$ cat config.mk
export PLATFORM = sky130hd
export DESIGN_NAME = sed_split
export DESIGN_NICKNAME = d
export VERILOG_FILES = /design/src/rtl/sed_pkg.sv /design/src/rtl/sed_split.sv
export SDC_FILE = /design/constraint.sdc
export NUM_CORES = 1
export LEC_CHECK = 0
export BUFFER_PORTS_ARGS = -buffer_cell sky130_fd_sc_hd__buf_4
export CAP_MARGIN = 20
export CORE_ASPECT_RATIO = 1.4
export CORE_UTILIZATION = 55
export CTS_BUF_LIST = sky130_fd_sc_hd__clkbuf_4 sky130_fd_sc_hd__clkbuf_8
export DETAILED_ROUTE_END_ITERATION = 8
export GPL_TIMING_DRIVEN = 0
export PLACE_DENSITY = 0.95
export SLEW_MARGIN = 20
export SYNTH_ARGS = -nofsm -noshare
export SYNTH_HDL_FRONTEND = slang
export SYNTH_SLANG_ARGS = --single-unit
$ cat constraint.sdc
create_clock -name clk -period 5.8 [get_ports clk]
set_input_delay 0.29 -clock clk [delete_from_list [all_inputs] [get_ports clk]]
set_output_delay 0.29 -clock clk [all_outputs]
set_load 0.1 [all_outputs]
$ cat src/rtl/sed_pkg.sv
// Shared types and constants for the signed Euclidean divider.
package sed_pkg;

    localparam int SED_DATA_WIDTH = 32;

    // Per-item side information carried down the pipeline.
    typedef struct packed {
        logic a_neg;          // dividend negative
        logic d_neg;          // divisor negative
        logic zero_dividend;  // dividend is zero
        logic zero_divisor;   // divisor is zero, dividend nonzero
    } sed_flags_t;

endpackage

$ cat src/rtl/sed_split.sv
// Input stage: sign/magnitude split of dividend and divisor.
module sed_split
    import sed_pkg::*;
#(
    parameter int DATA_WIDTH = SED_DATA_WIDTH
) (
    input  logic                  clk,
    input  logic                  rst_n,
    input  logic                  in_valid,
    output logic                  in_ready,
    input  logic [DATA_WIDTH-1:0] in_dividend,
    input  logic [DATA_WIDTH-1:0] in_divisor,
    output logic                  out_valid,
    input  logic                  out_ready,
    output logic [DATA_WIDTH-1:0] out_ua,
    output logic [DATA_WIDTH-1:0] out_ud,
    output sed_flags_t            out_flags
);

    localparam int DW = DATA_WIDTH;

    logic            valid_reg;
    logic [DW-1:0]   ua_reg;
    logic [DW-1:0]   ud_reg;
    sed_flags_t      flags_reg;

    logic [DW-1:0]   ua_next;
    logic [DW-1:0]   ud_next;
    sed_flags_t      flags_next;
    logic            load;

    assign in_ready = !valid_reg || out_ready;
    assign load     = in_valid && in_ready;

    always_comb
    begin
        ua_next                  = in_dividend[DW-1] ? (~in_dividend + 1'b1) : in_dividend;
        ud_next                  = in_divisor[DW-1] ? (~in_divisor + 1'b1) : in_divisor;
        flags_next.a_neg         = in_dividend[DW-1];
        flags_next.d_neg         = in_divisor[DW-1];
        flags_next.zero_dividend = (in_dividend == '0);
        flags_next.zero_divisor  = (in_dividend != '0) && (in_divisor == '0);
    end

    always_ff @(posedge clk or negedge rst_n)
    begin
        if (!rst_n)
        begin
            valid_reg <= 1'b0;
        end
        else if (in_ready)
        begin
            valid_reg <= in_valid;
        end
    end

    always_ff @(posedge clk)
    begin
        if (load)
        begin
            ua_reg    <= ua_next;
            ud_reg    <= ud_next;
            flags_reg <= flags_next;
        end
    end

    assign out_valid = valid_reg;
    assign out_ua    = ua_reg;
    assign out_ud    = ud_reg;
    assign out_flags = flags_reg;

endmodule

Word level (Yosys, flattened, before mapping)

Cells that the tools add are included.

Register bits: 69
Latch bits: 0
Bits in writable memories: 0
Memory bits (read-only): 0
Input port bits: 68
Output and inout port bits: 70
Memories kept: 0

Add/subtract/negate cells: 2
$mul: 0
Divide/modulo/power cells: 0
Magnitude comparators: 0
Equal/unequal tests: 0
Shifts and indexed selects: 0
Mux-type cells: 2
Bitwise logic cells: 2
Reduce and logical (&&, ||, !) cells: 7

Operators with widths:

| cell                  | count |
|---|---|
| $add 32x1->32 const B | 2 |
| $logic_not 32->1      | 2 |
| $not 32->32           | 2 |
| $mux 31               | 2 |
| $reduce_bool 32->1    | 1 |
| $logic_and 1x1->1     | 2 |
| $logic_not 1->1       | 1 |
| $logic_or 1x1->1      | 1 |

Logic depth before layout (Yosys ltp)

Depth after elaboration: 3
Gate-level depth with buffers: 6

Worst setup path after synthesis

No wires, ideal clock.

Path type: register to register
Start: register valid_reg, in the netlist out_valid
End: register flags_reg, in the netlist out_flags[0], enable pin
Library setup time: 433 ps
Arrival time: 3377 ps
Data required time: 5367 ps
Path slack: 1990 ps
Stages on the path, launching flop included: 3
Buffers on the path: 0
Period minus slack after synthesis: 3810 ps
Path through: dfrtp_1 nand2b_1 and2_1

Word-level cells in the longest chain between the ends: 3

RTL lines:

| item                   | line            | source |
|---|---|---|
| start, declared        | sed_split.sv:22 | `logic valid_reg;` |
| start signal, assigned | sed_split.sv:53 | `valid_reg <= in_valid;` |
| $logic_not 1->1        | sed_split.sv:32 | `assign in_ready = !valid_reg \|\| out_ready;` |
| $logic_or 1x1->1       | sed_split.sv:32 |  |
| via in_ready           | sed_split.sv:10 | `output logic in_ready,` |
| $logic_and 1x1->1      | sed_split.sv:33 | `assign load = in_valid && in_ready;` |
| via load               | sed_split.sv:30 | `logic load;` |
| end signal, assigned   | sed_split.sv:63 | `flags_reg <= flags_next;` |
| end, declared          | sed_split.sv:25 | `sed_flags_t flags_reg;` |

The timed path passes the listed nets, and every way through them passes these cells.
A chain may end at the register's enable or synchronous reset.

Worst setup path in the final report

Start: input port in_divisor[3]
End: register ud_reg[18], in the netlist out_ud[18], data pin

Word-level cells in the longest chain between the ends: 3

RTL lines:

| item                 | line            | source |
|---|---|---|
| start, declared      | sed_split.sv:12 | `input logic [DATA_WIDTH-1:0] in_divisor,` |
| $not 32->32          | sed_split.sv:38 | `ud_next = in_divisor[DW-1] ? (~in_divisor + 1'b1) : in_divisor;` |
| $add 32x1->32        | sed_split.sv:38 |  |
| $mux 31              | sed_split.sv:38 |  |
| via ud_next[18]      | sed_split.sv:28 | `logic [DW-1:0] ud_next;` |
| end signal, assigned | sed_split.sv:62 | `ud_reg <= ud_next;` |
| end, declared        | sed_split.sv:24 | `logic [DW-1:0] ud_reg;` |

The timed path passes the listed nets, and every way through them passes these cells.

==> reports/summary.txt <==
Ratio of cells with drive above 1 in the final layout -> 37.39%
DRT iter0 DRCs -> 379
Clock latency on the worst-skew pair -> 0.35 ns
Int Power -> 1.049 mW
Reg power frac -> 38.1%
Synth Register Bits -> 69
PwrDens -> 317.7 nW/µm²
DR vias -> 3089
Vias in the first global route -> 3238
Tightest Pin Transition -> 0.6293 ns
Global-route wire length before repair -> 15.21 mm
Top cells by area, synth -> edfxtp_1 (57%), xnor2_1 (14%), nand2_1 (3.3%)
R2r startpoint -> out_valid
Max H-tree Level -> 3
Synth cell types -> 38
Total power draw -> 1.585 mW
Storage element area -> 2067 µm²
Antenna violations before repair -> 0
Clock slew at reported path FFs -> 0.07 ns
Worst hold slack -> 0.1433 ns
EDFF count, synth -> 68
Fillers -> 366
Setup TNS -> 0 ns
Top-count cell post-synth -> edfxtp_1
Min-Delay Path Class -> in2reg
Die boundary width -> 70.14 µm
Worst Min Path Start -> in_divisor[0]
CTS resizes -> 0
P&R area growth vs syn -> 39.59%
Fmax -> 466.9 MHz
Residual DRC count -> 0
Die area -> 6830 µm²
Post-synthesis area per instance -> 12.33 µm²
Switching Share -> 33.83%
Synth Net Count -> 362
Max FO, Critical Path -> 8
PortBufs -> 136
Post-Syn Area -> 3575 µm²
Seq/Total Area, Yosys -> 57.82%
Mapped Cells -> 290
Ports -> 138
Global placer's final weighted congestion -> 0.8820
Final ANT Viol Nets -> 0
Critical Path Sink Type -> flip-flop
Multi-input logic area -> 1454 µm²
# rows -> 34
WL met1 -> 3.084 mm
RSZ-0062 raised after global routing -> false
Crit share post-route -> 36.92%
Fin. max-slew vios -> 0
Gr usage total -> 29.38%
Fin crit period -> 2.142 ns
Vias/cell -> 5.986
Worst Clk Skew -> 0.006594 ns
Number of diodes -> 0
TritonCTS clock tree -> yes
Final Hold Viols -> 0
Post-DP HPWL -> 7.149 mm
Core area -> 6254 µm²
NumNets Final -> 511
Leak -> 1.874 nW
Commonest cells post-synth -> edfxtp_1 (68), xnor2_1 (56), nand2_1 (31)
Synth Warn # -> 0
Top cell type's share of synthesized area -> 57.12%
CTS max path bufs -> 2
DRT Pass-1 Iters -> 6
Sw Pwr -> 0.5362 mW
Clk sinks -> 69
Peak VDD IR -> 0.1892 mV
Share of flip-flops with an asynchronous set or reset -> 1.449%
Clock Root Buffer -> clkbuf_8
Setup crit start kind -> input pin
Part of the power in combinational logic -> 28.8%
Met3 wire len -> 755 µm
Post-CTS Setup Repair Bufs -> 0
Initial Utilization -> 57.16%
Worst Path Required -> 5.89 ns
Max Cap Viol -> 0
GR Overflow Total -> 0
Die H -> 97.39 µm
CTS buffer count -> 9
Pin count of the biggest net entering global routing -> 36
Post-Route WL -> 9.610 mm
Crit Path Category -> in2reg
Highest signal layer in the routed design -> met4
Status -> complete, no violations
Number of hold buffers added after CTS -> 1
Worst EP arrival -> 2.23 ns
Critical path origin -> in_divisor[3]
Detail-routed net length per standard cell -> 18.62 µm
Cell taking the most area after synthesis -> edfxtp_1
Clock power frac -> 33.1%
Final setup violation count -> 0
Met2 Wirelength -> 5.247 mm
Top_reg_cell synth -> edfxtp_1
Slew Limit Headroom -> 57.66%
## worst max-delay path, stage by stage
cell and delay, ns:
buf_4 0.13, nor4_1 0.57, nor2b_1 0.20, clkbuf_1 0.29, nand4_1 0.29, o31ai_1 0.34, xnor2_1 0.12
## power by group through the flow
stage | Clock, mW | Sequential, mW | Combinational (mW)
4_1_cts | 0.530 | 0.605 | 0.456
3_3_place_gp | 0 | 0.617 | 0.443
5_1_grt | 0.552 | 0.607 | 0.470
3_5_place_dp | 0 | 0.615 | 0.453
2_1_floorplan | 0 | 0.859 | 0.0795
6_report | 0.525 | 0.604 | 0.456
## final cells by class
cell class,instances,area share (%)
Sequential cell,69,41.42
Multi-Input combinational cell,208,29.14
Timing Repair Buffer,138,21.06
Clock buffer,10,2.758
Clock inverter,6,2.683
Tap cell,72,1.805
Buffer,8,0.7523
Inverter,5,0.3761
## per-layer routing
layer,up-vias,GRT usage [%]
met3,59,8.299
li1,1387,-
met2,211,54.59
met5,-,0
met4,0,16.92
met1,1432,28.02
## logic make-up (layout without fill, tap and decap cells)
logic type / Yosys count / after routing / synth area share [%]
and+or+nand+nor: 102 / 102 / 16.14
DFF: 69 / 69 / 57.82
xor gates and xnor gates: 58 / 58 / 14.21
AOI/OAI and AO/OA: 44 / 44 / 8.855
buffers and inverters: 13 / 167 / 1.575
adders and majority gates: 4 / 4 / 1.400
## sequential cells by signal (all words and copies together), names as in the netlist
name / count
out_flags: 4
out_valid: 1
out_ua: 32
out_ud: 32
## metrics by stage
step                setup slack [ns]  std cells  util (%)  instance area [µm²]
floorplan                      1.990        290         -                 3575
global placement               2.738        498     74.93                 4686
detailed placement             3.380        499     75.29                 4708
CTS                            3.729        516     79.79                 4990
global route                   3.548        516     79.79                 4990
finish                         3.658        516     79.79                 4990
## path summary, 6_finish.rpt
check	endpoint	slack, ns	cells after the start
hold / removal	out_ud[0]	0.14	1
setup / recovery	out_ud[18]	3.66	7
min in group asynchronous	out_valid	0.26	2
max in group asynchronous	out_valid	5.46	2
hold reg to reg	out_valid	0.57	2
setup reg to reg	out_ud[16]	4.22	3
## layout by cell type, fill, tap and decap left out, types with 2 or more instances in the layout
cell type and instances:
xor2_1 2, nor3_1 8, nor3b_1 2, nand4_1 5
inv_1 5, ha_1 4, edfxtp_1 68, a31oi_1 2
clkbuf_1 7, nor2_1 13, o41ai_1 5, bufinv_16 4
o21ai_0 10, a21oi_1 2, buf_4 136, nand2b_1 5
nand3_1 7, nor4_1 7, o41ai_2 2, or4_1 9
o21ai_1 8, nand2_1 31, or3_1 3, o31ai_1 13
xnor2_1 56, clkbuf_8 10, or4_4 2
Power figures use the tool's default switching activity.
