`src/rtl/sed_pkg.sv`:
```
// Shared types and constants for the signed Euclidean divider.
package sed_pkg;

    localparam int SED_DATA_WIDTH = 32;

    // Per-item side information carried down the pipeline.
    typedef struct packed {
        logic a_neg;          // dividend negative
        logic d_neg;          // divisor negative
        logic zero_dividend;  // dividend is zero
        logic zero_divisor;   // divisor is zero, dividend nonzero
    } sed_flags_t;

endpackage

```
`src/rtl/sed_step.sv`:
```
// One restoring-division stage: resolves one quotient bit per item.
module sed_step
    import sed_pkg::*;
#(
    parameter int DATA_WIDTH = SED_DATA_WIDTH
) (
    input  logic                  clk,
    input  logic                  rst_n,
    input  logic                  in_valid,
    output logic                  in_ready,
    input  logic [DATA_WIDTH-1:0] in_rem,
    input  logic [DATA_WIDTH-1:0] in_quo,
    input  logic [DATA_WIDTH-1:0] in_div,
    input  sed_flags_t            in_flags,
    output logic                  out_valid,
    input  logic                  out_ready,
    output logic [DATA_WIDTH-1:0] out_rem,
    output logic [DATA_WIDTH-1:0] out_quo,
    output logic [DATA_WIDTH-1:0] out_div,
    output sed_flags_t            out_flags
);

    localparam int DW = DATA_WIDTH;

    logic            valid_reg;
    logic [DW-1:0]   rem_reg;
    logic [DW-1:0]   quo_reg;
    logic [DW-1:0]   div_reg;
    sed_flags_t      flags_reg;

    logic [DW-1:0]   shifted;
    logic [DW:0]     diff;
    logic [DW-1:0]   rem_next;
    logic [DW-1:0]   quo_next;
    logic            load;

    // quo holds the not-yet-used dividend bits on top, quotient bits below
    assign shifted  = {in_rem[DW-2:0], in_quo[DW-1]};
    assign diff     = {1'b0, shifted} - {1'b0, in_div};
    assign rem_next = diff[DW] ? shifted : diff[DW-1:0];
    assign quo_next = {in_quo[DW-2:0], ~diff[DW]};

    assign in_ready = !valid_reg || out_ready;
    assign load     = in_valid && in_ready;

    always_ff @(posedge clk or negedge rst_n)
    begin
        if (!rst_n)
        begin
            valid_reg <= 1'b0;
        end
        else if (in_ready)
        begin
            valid_reg <= in_valid;
        end
    end

    always_ff @(posedge clk)
    begin
        if (load)
        begin
            rem_reg   <= rem_next;
            quo_reg   <= quo_next;
            div_reg   <= in_div;
            flags_reg <= in_flags;
        end
    end

    assign out_valid = valid_reg;
    assign out_rem   = rem_reg;
    assign out_quo   = quo_reg;
    assign out_div   = div_reg;
    assign out_flags = flags_reg;

`ifndef SYNTHESIS
    // partial remainder always stays below a nonzero divisor
    a_rem_below_div: assert property (@(posedge clk) disable iff (!rst_n)
        (valid_reg && (div_reg != '0)) |-> (rem_reg < div_reg))
        else $error("partial remainder not below divisor");
`endif

endmodule

```
`config.mk`:
```
export PLATFORM = sky130hd
export DESIGN_NAME = sed_step
export DESIGN_NICKNAME = d
export VERILOG_FILES = /design/src/rtl/sed_pkg.sv /design/src/rtl/sed_step.sv
export SDC_FILE = /design/constraint.sdc
export NUM_CORES = 1
export LEC_CHECK = 0
export ABC_AREA = 1
export CORE_UTILIZATION = 50
export CTS_CLUSTER_SIZE = 40
export DETAILED_ROUTE_END_ITERATION = 12
export DONT_BUFFER_PORTS = 1
export SLEW_MARGIN = 15
export SYNTH_ARGS = -nofsm -noshare
export SYNTH_HDL_FRONTEND = slang
export SYNTH_SLANG_ARGS = --single-unit
```
`constraint.sdc`:
```
create_clock -name clk -period 7.45 [get_ports clk]
set_input_delay 1.1175 -clock clk [delete_from_list [all_inputs] [get_ports clk]]
set_output_delay 1.1175 -clock clk [all_outputs]
set_load 0.01 [all_outputs]
```
## After elaboration in Yosys (flattened, before gate mapping)

Cells that the tools add are included.

- Input port bits: 104
- Logic and storage cells: 14
- Output and inout bits: 102
- Bits in latches: 0
- Memories: 0
- Register bits: 101
- Memory bits (read-only): 0
- Memory bits (writable): 0

- Order comparisons: 0
- $add $sub $neg: 1
- Shift operators: 0
- Muxes and demuxes: 1
- Reduce and logical (&&, ||, !) cells: 3
- Bitwise gates (word level): 1
- Eq/ne operators: 0
- Multipliers: 0
- Div/mod/pow operators: 0

Operators by type and width:

| operator | number |
|---|---|
| $sub 32x32->33 | 1 |
| $mux 32 | 1 |
| $logic_and 1x1->1 | 1 |
| $logic_not 1->1 | 1 |
| $logic_or 1x1->1 | 1 |
| $not 1->1 | 1 |

## Logic depth before layout (Yosys ltp)

- Depth in word-level cells: 3
- Depth in mapped cells: 16
- Depth with buffers taken out: 15

## Worst setup path after synthesis

Ideal clock, no wire load.

- Path type: input to register
- From: input in_valid
- To: register div_reg[0] (netlist: out_div[0]), enable pin
- Stages: 2
- Path buffers: 0
- Required time: 6.858 ns
- Data arrival time: 5.985 ns
- Slack: 0.873 ns
- Cell sequence: inv_1 a21oi_1

- Word-level cells in the longest chain between the ends: 1

RTL lines:

| item | RTL line | RTL |
|---|---|---|
| start: declaration | sed_step.sv:9 | `input logic in_valid,` |
| $logic_and 1x1->1 | sed_step.sv:44 | `assign load = in_valid && in_ready;` |
| via load | sed_step.sv:35 | `logic load;` |
| end signal: assignment | sed_step.sv:64 | `div_reg <= in_div;` |
| end: declaration | sed_step.sv:28 | `logic [DW-1:0] div_reg;` |

The timed path passes the listed nets, and every way through them passes these cells.
A chain may end at the register's enable or synchronous reset.

## Final worst setup path

- From: input in_quo[31]
- To: register rem_reg[13] (netlist: out_rem[13]), data pin

- Word-level cells in the longest chain between the ends: 2

RTL lines:

| item | RTL line | RTL |
|---|---|---|
| start: declaration | sed_step.sv:12 | `input logic [DATA_WIDTH-1:0] in_quo,` |
| $sub 32x32->33 | sed_step.sv:39 | `assign diff = {1'b0, shifted} - {1'b0, in_div};` |
| $mux 32 | sed_step.sv:40 | `assign rem_next = diff[DW] ? shifted : diff[DW-1:0];` |
| via rem_next[13] | sed_step.sv:33 | `logic [DW-1:0] rem_next;` |
| end signal: assignment | sed_step.sv:62 | `rem_reg <= rem_next;` |
| end: declaration | sed_step.sv:26 | `logic [DW-1:0] rem_reg;` |

The timed path passes the listed nets, and every way through them passes these cells.

==> results by group <==
Outcome
  – Status: complete, no violations

Yosys
  – Post-Synthesis Cells: 750
  – Mapped Nets: slightly below 900
  – Ys Warns: 0
  – FFs w/ async S/R, synth: 0.00990
  – Post-synthesis sequential area ratio: 0.494
  – Mapped Area: 6130 um^2
  – Distinct cells, synth: 31
  – Synth Register Bits: 101
  – Top_reg_cell synth: edfxtp_1
  – Mean post-synth cell area: between 8 and 9 um^2
  – Post-synth EDFFs: 100

Drt
  – Metal3 WL: 924 um
  – Highest routed layer: met4
  – Antenna Nets Post-Route: 0
  – Met1 WL: between 6000 and 7000 um
  – DR iter-0 viols: 287
  – Via density: 4.96
  – Routed wire length: 13,700 um
  – DRT Pass-1 Iters: 5
  – DR WL/cell: 15.1 um
  – Remaining DRCs: 0
  – WL met2: 6100 um
  – Via Count: 4,505

Worst setup path
  – Worst path arrival time: 3.24 ns
  – Worst setup SP type: input pin
  – CP Max Fanout: 36
  – Kind of critical path: in2reg
  – Worst setup EP type: flop
  – Worst endpoint required time: 7.56 ns

Clock network
  – Clock transition at the registers of the reported paths: 0.07 ns
  – Setup bufs post-CTS: 0
  – Clock Tree Buf Depth: 2
  – Total CTS buffers: 9
  – # clock sinks: 101
  – Clock root buffer master: clkbuf_16
  – Clk_lat worst skew: 0.35 ns
  – H-tree Lvls: 3
  – CTS tree: built
  – # resized after CTS: 0
  – # hold bufs at CTS: 0

Layout
  – Post-route insts no fill: 908
  – Syn-to-layout area delta: 6.79%
  – Design Area, Final: approximately 6500 um^2
  – FILL cells: 1,105
  – Nets: 893
  – N_diodes: 0
  – Share of cells above drive strength 1: 0.0736

Timing
  – Unrepaired setup endpoints after global routing: no
  – Minimum clock period: 3.14 ns
  – Setup_tns: 0 ns
  – Worst Tran Pin Value: between 0.8 and 0.9 ns
  – Fmax: ~320 MHz
  – Fin crit share: 0.421
  – PnR worst setup slack: between 4 and 5 ns
  – Clock skew: 0.00667 ns
  – Max Transition Viols Final: 0
  – Slew headroom: 0.424
  – Final hold vios: 0
  – Setup-failing EPs final: 0

Floorplanning
  – Rows: 40
  – Die Span Y: 113 um
  – Core area: ~12,000 um^2
  – Die width: 113 um
  – Number of I/O pins: 206
  – Die area: 12,700 um^2
  – Initial Utilization: 0.513

Global routing
  – GRT Total Usage: 0.219
  – Pin count of the biggest net entering global routing: ~100
  – Number of global-route vias before repair: 4,193
  – First-pass GRT wire length: 21,200 um
  – Initial antenna violation count: 0
  – GRT overflow: 0

Place
  – DP Cell Count: 892
  – Pre-CTS setup slack: 3.95 ns
  – Port Buffers: 0
  – Cell area after placement: around 6300 um^2
  – DP HPWL: 10,900 um
  – Placer Congestion: 0.858

Power and ir drop
  – Cell Pwr Density: ~220 nW/um^2
  – Leak Pwr: 3.30 nW
  – Peak VDD IR: 0.0910 mV

Worst hold path
  – Hold Path Class: in2async

Job
  – Total of max-cap violations: 0
metal layers:
metal  track usage  up-vias
met5             0        -
met4        0.0782        0
met3        0.0573       13
met2         0.340      164
met1         0.298     1993
li1              -     2335
layout make-up:
| class | count | area (um^2) | share of cell area |
|---|---|---|---|
| repair buffers | 1 | 11.3 | 0.00172 |
| flip-flops and latches | 101 | 3030 | 0.462 |
| multi-input cells | 484 | 2440 | 0.373 |
| clock inverters | 7 | 57.6 | 0.00879 |
| inverters | 159 | 599 | 0.0915 |
| well taps | 147 | 184 | 0.0281 |
| clock buffers | 9 | 225 | 0.0344 |
cells in the final DEF (no fill, tap or decap), types with 7 or more instances in the layout:
cell type,netlist,layout
nand2_2,17,17
edfxtp_1,100,100
inv_1,151,151
xor2_1,13,13
a21oi_1,16,15
inv_2,7,7
nand2_1,293,293
nor2_1,38,38
clkbuf_16,0,9
ha_1,32,32
nand3_1,39,39
metrics by stage:
| stage | hold WS [ns] | utilization | power (W) |
|---|---|---|---|
| floorplan | 0.609 | - | 0.000941 |
| global placement | 0.704 | 0.524 | 0.000994 |
| detailed placement | 0.742 | 0.524 | 0.000996 |
| CTS | 0.445 | 0.547 | 0.00144 |
| global route | 0.441 | 0.547 | 0.00150 |
| finish | 0.455 | 0.547 | 0.00143 |
worst max-delay path, stage by stage:
cell,delay [ns]
inv_1,0.03
ha_1,0.21
fa_1,0.40
inv_1,0.13
nand3_1,0.09
nand3_1,0.17
nand2_1,0.09
nand2_2,0.11
nand2_2,0.07
nand2_4,0.10
nand2_4,0.07
nand2_8,0.23
inv_4,0.22
nand2_1,0.11
nand2_1,0.06
worst paths after layout:
check,startpoint,cells past startpoint,endpoint,slack [ns]
max,in_quo[31],15,out_rem[13]$_DFFE_PP_,4.31
min,rst_n,0,out_valid$_DFFE_PN0N_,0.45
max reg2reg,out_valid$_DFFE_PN0N_,2,out_div[25]$_DFFE_PP_,5.72
min reg2reg,out_valid$_DFFE_PN0N_,2,out_valid$_DFFE_PN0N_,0.75
max in group asynchronous,rst_n,0,out_valid$_DFFE_PN0N_,6.93
min in group clk,out_valid$_DFFE_PN0N_,2,out_valid$_DFFE_PN0N_,0.75
where the power goes:
| group | internal, W | switching [W] |
|---|---|---|
| combinational | 0.0000851 | 0.000184 |
| sequential | 0.000681 | 0.0000335 |
| clock | 0.000231 | 0.000213 |
| total | 0.000997 | 0.000430 |
registers in the layout, summed over array words and instances, names as in the netlist:
name	cells
out_div	32
out_flags	4
out_quo	32
out_rem	32
out_valid	1
logic make-up (layout without fill, tap and decap cells):
kind of cell | after synthesis | count (layout) | share of synthesized area
and+or+nand+nor | 411 | 411 | 0.283
buffers and inverters | 165 | 176 | 0.110
DFF | 101 | 101 | 0.494
adders and majority gates | 33 | 33 | 0.0686
AOI/OAI and AO/OA | 25 | 25 | 0.0235
xor gates and xnor gates | 15 | 15 | 0.0214
cells in the mapped netlist, types with 7 or more instances:
| library cell | n | share of area |
|---|---|---|
| nand2_1 | 293 | 0.18 |
| inv_2 | 7 | 0.0043 |
| edfxtp_1 | 100 | 0.49 |
| xor2_1 | 13 | 0.019 |
| nor2_1 | 38 | 0.023 |
| nand2_2 | 17 | 0.017 |
| a21oi_1 | 16 | 0.013 |
| inv_1 | 151 | 0.092 |
| nand3_1 | 39 | 0.032 |
| ha_1 | 32 | 0.065 |
(Power assumes the default switching activity.)
