[src/rtl/sed_pkg.sv]
// Shared types and constants for the signed Euclidean divider.
package sed_pkg;

    localparam int SED_DATA_WIDTH = 32;

    // Per-item side information carried down the pipeline.
    typedef struct packed {
        logic a_neg;          // dividend negative
        logic d_neg;          // divisor negative
        logic zero_dividend;  // dividend is zero
        logic zero_divisor;   // divisor is zero, dividend nonzero
    } sed_flags_t;

endpackage

[src/rtl/sed_fix.sv]
// Sign fixup stage: Euclidean correction of quotient magnitude and remainder.
module sed_fix
    import sed_pkg::*;
#(
    parameter int DATA_WIDTH = SED_DATA_WIDTH
) (
    input  logic                  clk,
    input  logic                  rst_n,
    input  logic                  in_valid,
    output logic                  in_ready,
    input  logic [DATA_WIDTH-1:0] in_rem,
    input  logic [DATA_WIDTH-1:0] in_quo,
    input  logic [DATA_WIDTH-1:0] in_div,
    input  sed_flags_t            in_flags,
    output logic                  out_valid,
    input  logic                  out_ready,
    output logic [DATA_WIDTH-1:0] out_qmag,
    output logic [DATA_WIDTH-2:0] out_rem,
    output logic                  out_qneg,
    output logic                  out_zero_divisor
);

    localparam int DW = DATA_WIDTH;

    logic            valid_reg;
    logic [DW-1:0]   qmag_reg;
    logic [DW-2:0]   rem_reg;
    logic            qneg_reg;
    logic            zdiv_reg;

    logic [DW-1:0]   qmag_next;
    logic [DW-1:0]   rem_next;
    logic            qneg_next;
    logic            load;

    always_comb
    begin
        qmag_next = in_quo;
        rem_next  = in_rem;
        qneg_next = in_flags.d_neg;
        if (in_flags.zero_dividend || in_flags.zero_divisor)
        begin
            qmag_next = '0;
            rem_next  = '0;
            qneg_next = 1'b0;
        end
        else if (in_flags.a_neg)
        begin
            qneg_next = !in_flags.d_neg;
            if (in_rem != '0)
            begin
                qmag_next = in_quo + 1'b1;
                rem_next  = in_div - in_rem;
            end
        end
    end

    assign in_ready = !valid_reg || out_ready;
    assign load     = in_valid && in_ready;

    always_ff @(posedge clk or negedge rst_n)
    begin
        if (!rst_n)
        begin
            valid_reg <= 1'b0;
        end
        else if (in_ready)
        begin
            valid_reg <= in_valid;
        end
    end

    always_ff @(posedge clk)
    begin
        if (load)
        begin
            qmag_reg <= qmag_next;
            rem_reg  <= rem_next[DW-2:0];
            qneg_reg <= qneg_next;
            zdiv_reg <= in_flags.zero_divisor;
        end
    end

    assign out_valid        = valid_reg;
    assign out_qmag         = qmag_reg;
    assign out_rem          = rem_reg;
    assign out_qneg         = qneg_reg;
    assign out_zero_divisor = zdiv_reg;

`ifndef SYNTHESIS
    a_zdiv_clears: assert property (@(posedge clk) disable iff (!rst_n)
        (valid_reg && zdiv_reg) |-> ((qmag_reg == '0) && (rem_reg == '0) && !qneg_reg))
        else $error("zero divisor item with nonzero result");
`endif

endmodule

[config.mk]
export PLATFORM = sky130hd
export DESIGN_NAME = sed_fix
export DESIGN_NICKNAME = d
export VERILOG_FILES = /design/src/rtl/sed_pkg.sv /design/src/rtl/sed_fix.sv
export SDC_FILE = /design/constraint.sdc
export NUM_CORES = 1
export LEC_CHECK = 0
export CAP_MARGIN = 20
export CELL_PAD_IN_SITES_DETAIL_PLACEMENT = 0
export CELL_PAD_IN_SITES_GLOBAL_PLACEMENT = 1
export CORE_ASPECT_RATIO = 1.1
export CORE_MARGIN = 2
export CORE_UTILIZATION = 30
export CTS_CLUSTER_DIAMETER = 120
export DETAILED_ROUTE_END_ITERATION = 16
export DONT_BUFFER_PORTS = 1
export PLACE_DENSITY = 0.56
export SYNTH_ARGS = -nofsm -noshare
export SYNTH_HDL_FRONTEND = slang
export SYNTH_SLANG_ARGS = --single-unit
[constraint.sdc]
create_clock -name clk -period 6.9 [get_ports clk]
set_clock_uncertainty 0.1 [all_clocks]
set_input_delay 1.035 -clock clk [delete_from_list [all_inputs] [get_ports clk]]
set_output_delay 1.035 -clock clk [all_outputs]
set_load 0.01 [all_outputs]
After elaboration in Yosys (flattened, before gate mapping)
Cells that the tools add are included.
{"block": "totals", "out_inout_bits": 67, "inputBits": 104, "wordCells": 18, "regBits": 66}
{"block": "classes", "mux": 5, "reduce_logical": 6, "addsub": 2}
{"op": "$mux W32", "count": 2}
{"op": "$mux W31", "count": 2}
{"op": "$add A32 B1 Y32 const B", "count": 1}
{"op": "$reduce_bool A32 Y1", "count": 1}
{"op": "$sub A31 B31 Y31", "count": 1}
{"op": "$logic_not A1 Y1", "count": 2}
{"op": "$logic_or A1 B1 Y1", "count": 2}
{"op": "$logic_and A1 B1 Y1", "count": 1}
{"op": "$mux W1", "count": 1}

Longest topological paths before layout
{"block": "depth", "word_depth": 3, "mapped_depth": 12}

Worst setup path before layout
OpenSTA, ideal clock, no wires.
{"block": "synth_timing", "path_type": "input to register", "startpoint": "input in_div[0]", "endpoint": "register rem_reg[28] (netlist: out_rem[28]), data pin", "t_arrival_ns": 3.085, "path_stages": 12, "path_slack_ns": 3.440, "path_cell_list": "inv_1 ha_1 inv_1 fa_1 a211oi_1 o21ai_0 a21oi_1 o31a_1 o21ai_1 a41o_1 nand2_1 o221ai_1"}
{"block": "synth_via", "elab_chain_cells": 3}
{"element": "start: declaration", "line": "sed_fix.sv:13", "source": "input logic [DATA_WIDTH-1:0] in_div,"}
{"element": "$sub A31 B31 Y31", "line": "sed_fix.sv:53", "source": "rem_next = in_div - in_rem;"}
{"element": "$mux W31", "line": "sed_fix.sv:50", "source": "if (in_rem != '0)"}
{"element": "$mux W31", "line": "sed_fix.sv:47", "source": "else if (in_flags.a_neg)"}
{"element": "end signal: assignment", "line": "sed_fix.sv:78", "source": "rem_reg <= rem_next[DW-2:0];"}
{"element": "end: declaration", "line": "sed_fix.sv:27", "source": "logic [DW-2:0] rem_reg;"}
Every way passes these cells.
A chain may end at the register's enable or synchronous reset.

Final worst setup path
{"block": "layout_timing", "startpoint": "input in_div[0]", "endpoint": "register rem_reg[30] (netlist: out_rem[30]), data pin"}
Same word-level chain as after synthesis.

==> summary.txt <==
Die
  • Full die area: 18,180 sq um
  • Die width: 128.7 microns
  • Core area: 16,890 sq um
  • # rows: 50
  • Initial core utilization: 30.39%
  • Die height: ~140 microns
  • Num ports: approximately 170

Worst setup path
  • WP data arrival: 3.78 ns
  • Worst r2r src: out_valid
  • Slowest stage delay, CP: 0.42 ns
  • Setup slack, reg-to-reg: 4.67 ns
  • Endpoint of the worst register-to-register path: out_rem[22]
  • Buf/Inv on CP: 2
  • CP required: 6.87 ns
  • Kind of start point of the critical path: primary input
  • Crit Path Category: primary input to flip-flop
  • Worst reg2reg path depth: 3
  • CP top delay family: compound AO/OA/AOI/OAI gates
  • Endpoint type of the worst setup path: flip-flop
  • CP Max Fanout: 4
  • Crit path cell chain: inv_1, ha_1, inv_1, fa_1, a211oi_1, o21ai_0, a21oi_1, o31ai_1, a31oi_1, o211ai_1, o21ai_0, nand3_1
  • Slowest CP cell: fa_1

Routing
  • Total routed wirelength: 15,220 microns
  • First-pass detailed-route iteration total: 5
  • Antenna viol nets, final: 0
  • DRT iter0 DRCs: 224
  • Mean routed wirelength per cell: about 19 microns
  • Remaining DRCs: 0
  • Vias: 4,207
  • Vias per inst: ~5.4

Timing
  • Final hold violation count: 0
  • Final setup violation count: 0
  • Worst slew margin: 48.63%
  • Unrepaired setup endpoints after global routing: no
  • Slew @ Worst Pin: 0.7704 ns
  • Max Slew Vio Count: 0
  • Max Freq: 262.6 MHz
  • Crit path time final: 3.808 ns
  • Setup TNS: 0 ns
  • Tcrit/Tclk final: about 55%

Placement
  • Buffers on Ports: 0
  • Final GP Congestion: between 0.8 and 0.9
  • Placed Area: 5318 sq um
  • DP HPWL: around 12,000 microns
  • Placed cells: 766

CTS
  • H-tree level count: 3
  • Hold_buf cts: 0
  • Clock root buffer: clkbuf_16
  • CTS Buf Count: 9
  • Post-CTS Resized: 0
  • Maximum clock path buffer count: 2
  • CTS Sinks: 66
  • Clock latency on the worst-skew pair: around 0.34 ns
  • CTS tree: built
  • Clock transition at path regs: 0.05 ns
  • Post-CTS Setup Bufs: 0

Yosys
  • Post-Syn Area: 5134 sq um
  • EDFF count, synth: 65
  • Syn Inst Count: 581
  • Yosys Warn Count: 0
  • Net count of the mapped netlist: 717
  • Register area share after synthesis: ~39%
  • Mean post-synth cell area: 8.836 sq um
  • Fraction of registers with async set/reset: between 1.5 and 2%
  • Top-area cell type share of the netlist area: 38.02%
  • Synth cell types: 61
  • Cell taking the most area after synthesis: edfxtp_1
  • Synth area leaders: edfxtp_1 38%, ha_1 7.6%, xor2_1 4.9%
  • Main flop type after synthesis: edfxtp_1
  • Synthesis-stage register bit count: 66

Job
  • # Max-Cap Violations: 0

Pwr
  • Clock power share: about two fifths
  • Sequential Power Share: 40.1%
  • Tot Pwr: about 1.2 mW
  • Maximum vdd drop: 0.1223 mV
  • Leak: 2.163 nW
  • Switch share: 27.53%
  • PwrDens: 217.6 nW/um^2
  • Int Pwr: 0.8881 mW
  • NetSw: between 0.3 and 0.4 mW
  • Logic pwr share: 19.1%

Global route
  • Initial antenna violation count: 0
  • Largest net degree at the start of global routing: 64
  • Global Route Usage Sum: 16.73%
  • GRT overflow: 0
  • Vias in the first global route: just over 4,000
  • First-pass GRT wire length: 23,180 microns

Worst hold path
  • Type of the worst min-delay path: primary input to async pin

Finish
  • Commonest non-fill, non-tap cells in the layout: 65 x nor2_1, 65 x edfxtp_1, 46 x nand2_1, 46 x a21oi_1, 38 x inv_1
  • Finished Cell Area: 5633 sq um
  • P&R area growth vs syn: 9.725%
  • NumNets Final: 705
  • Fin cells: between 700 and 800
  • Number of inserted diodes: 0
  • Layout cells sized above 1: 5.575%

Run status
  • Outcome: finished, final reports clean
[registers in the layout, summed over array words and instances (netlist names)]
signal            cells
out_zero_divisor      1
out_valid             1
out_qmag             32
out_rem              31
out_qneg              1
[layer usage]
layer	vias up	GRT usage [%]	part of all wire, %
met5	-	0	0
met4	0	6.693	2.2
met3	16	5.313	7.6
met2	152	27.23	48
met1	1933	20.47	43
li1	2106	-	-
[power by group through the flow]
stage	Combinational (mW)	Sequential (mW)	Clock, mW
2_1_floorplan	0.186	0.497	0
3_3_place_gp	0.235	0.501	0
3_5_place_dp	0.234	0.500	0
4_1_cts	0.236	0.492	0.515
5_1_grt	0.264	0.494	0.530
6_report	0.234	0.492	0.499
[per-stage QoR]
stage,hold WS [ns],setup slack (ns),utilization [%]
final,0.2897,3.092,33.35
after floorplan,0.5221,3.440,-
after detailed placement,0.5697,2.784,31.48
after global routing,0.2696,2.892,33.35
after CTS,0.2735,3.130,33.35
after global placement,0.5594,2.810,31.48
[cell families (layout without fill, tap and decap cells)]
logic type,after synthesis,count (layout),share of synthesized area [%]
XOR/XNOR,48,48,8.189
adder cells (fa/ha/maj),32,32,7.945
buffers and inverters,66,59,5.094
multiplexers,1,1,0.1950
AND/OR/NAND/NOR,229,229,22.84
flip-flops,66,66,38.51
AO/OA/AOI/OAI,139,139,17.23
[Yosys cell counts (6+ instances only)]
| master | instances |
|---|---|
| xor2_1 | 29 |
| nand4_1 | 18 |
| ha_1 | 31 |
| inv_1 | 38 |
| a31oi_1 | 7 |
| or3_1 | 6 |
| clkbuf_1 | 20 |
| edfxtp_1 | 65 |
| a21o_1 | 16 |
| a21oi_1 | 46 |
| xnor2_1 | 19 |
| nand2_1 | 46 |
| nor3_1 | 13 |
| nor2_1 | 65 |
| and3_1 | 13 |
| o21ai_0 | 21 |
| nand3_1 | 28 |
| o21a_1 | 9 |
| nor4_1 | 12 |
| a211oi_1 | 9 |
[final cells by class]
class / count / area [sq um]
clock buffer: 13 / 250.2
clock inverter: 3 / 65.06
fill: 1728 / 11260
inverter: 38 / 142.6
multi-input combinational: 449 / 2900
sequential: 66 / 1977
tap: 208 / 260.3
timing repair buffer: 5 / 37.54
[worst max path at each step]
stage	startpoint	end	slack (ns)	depth (start not counted)
2_1_floorplan	in_div[0]	out_rem[28]	3.44	12
3_3_place_gp	in_div[0]	out_rem[30]	2.81	12
3_5_place_dp	in_div[0]	out_rem[30]	2.78	12
4_1_cts	in_div[0]	out_rem[30]	3.13	12
5_1_grt	in_div[0]	out_rem[30]	2.89	12
6_report	in_div[0]	out_rem[30]	3.09	12
(Power assumes the default switching activity.)
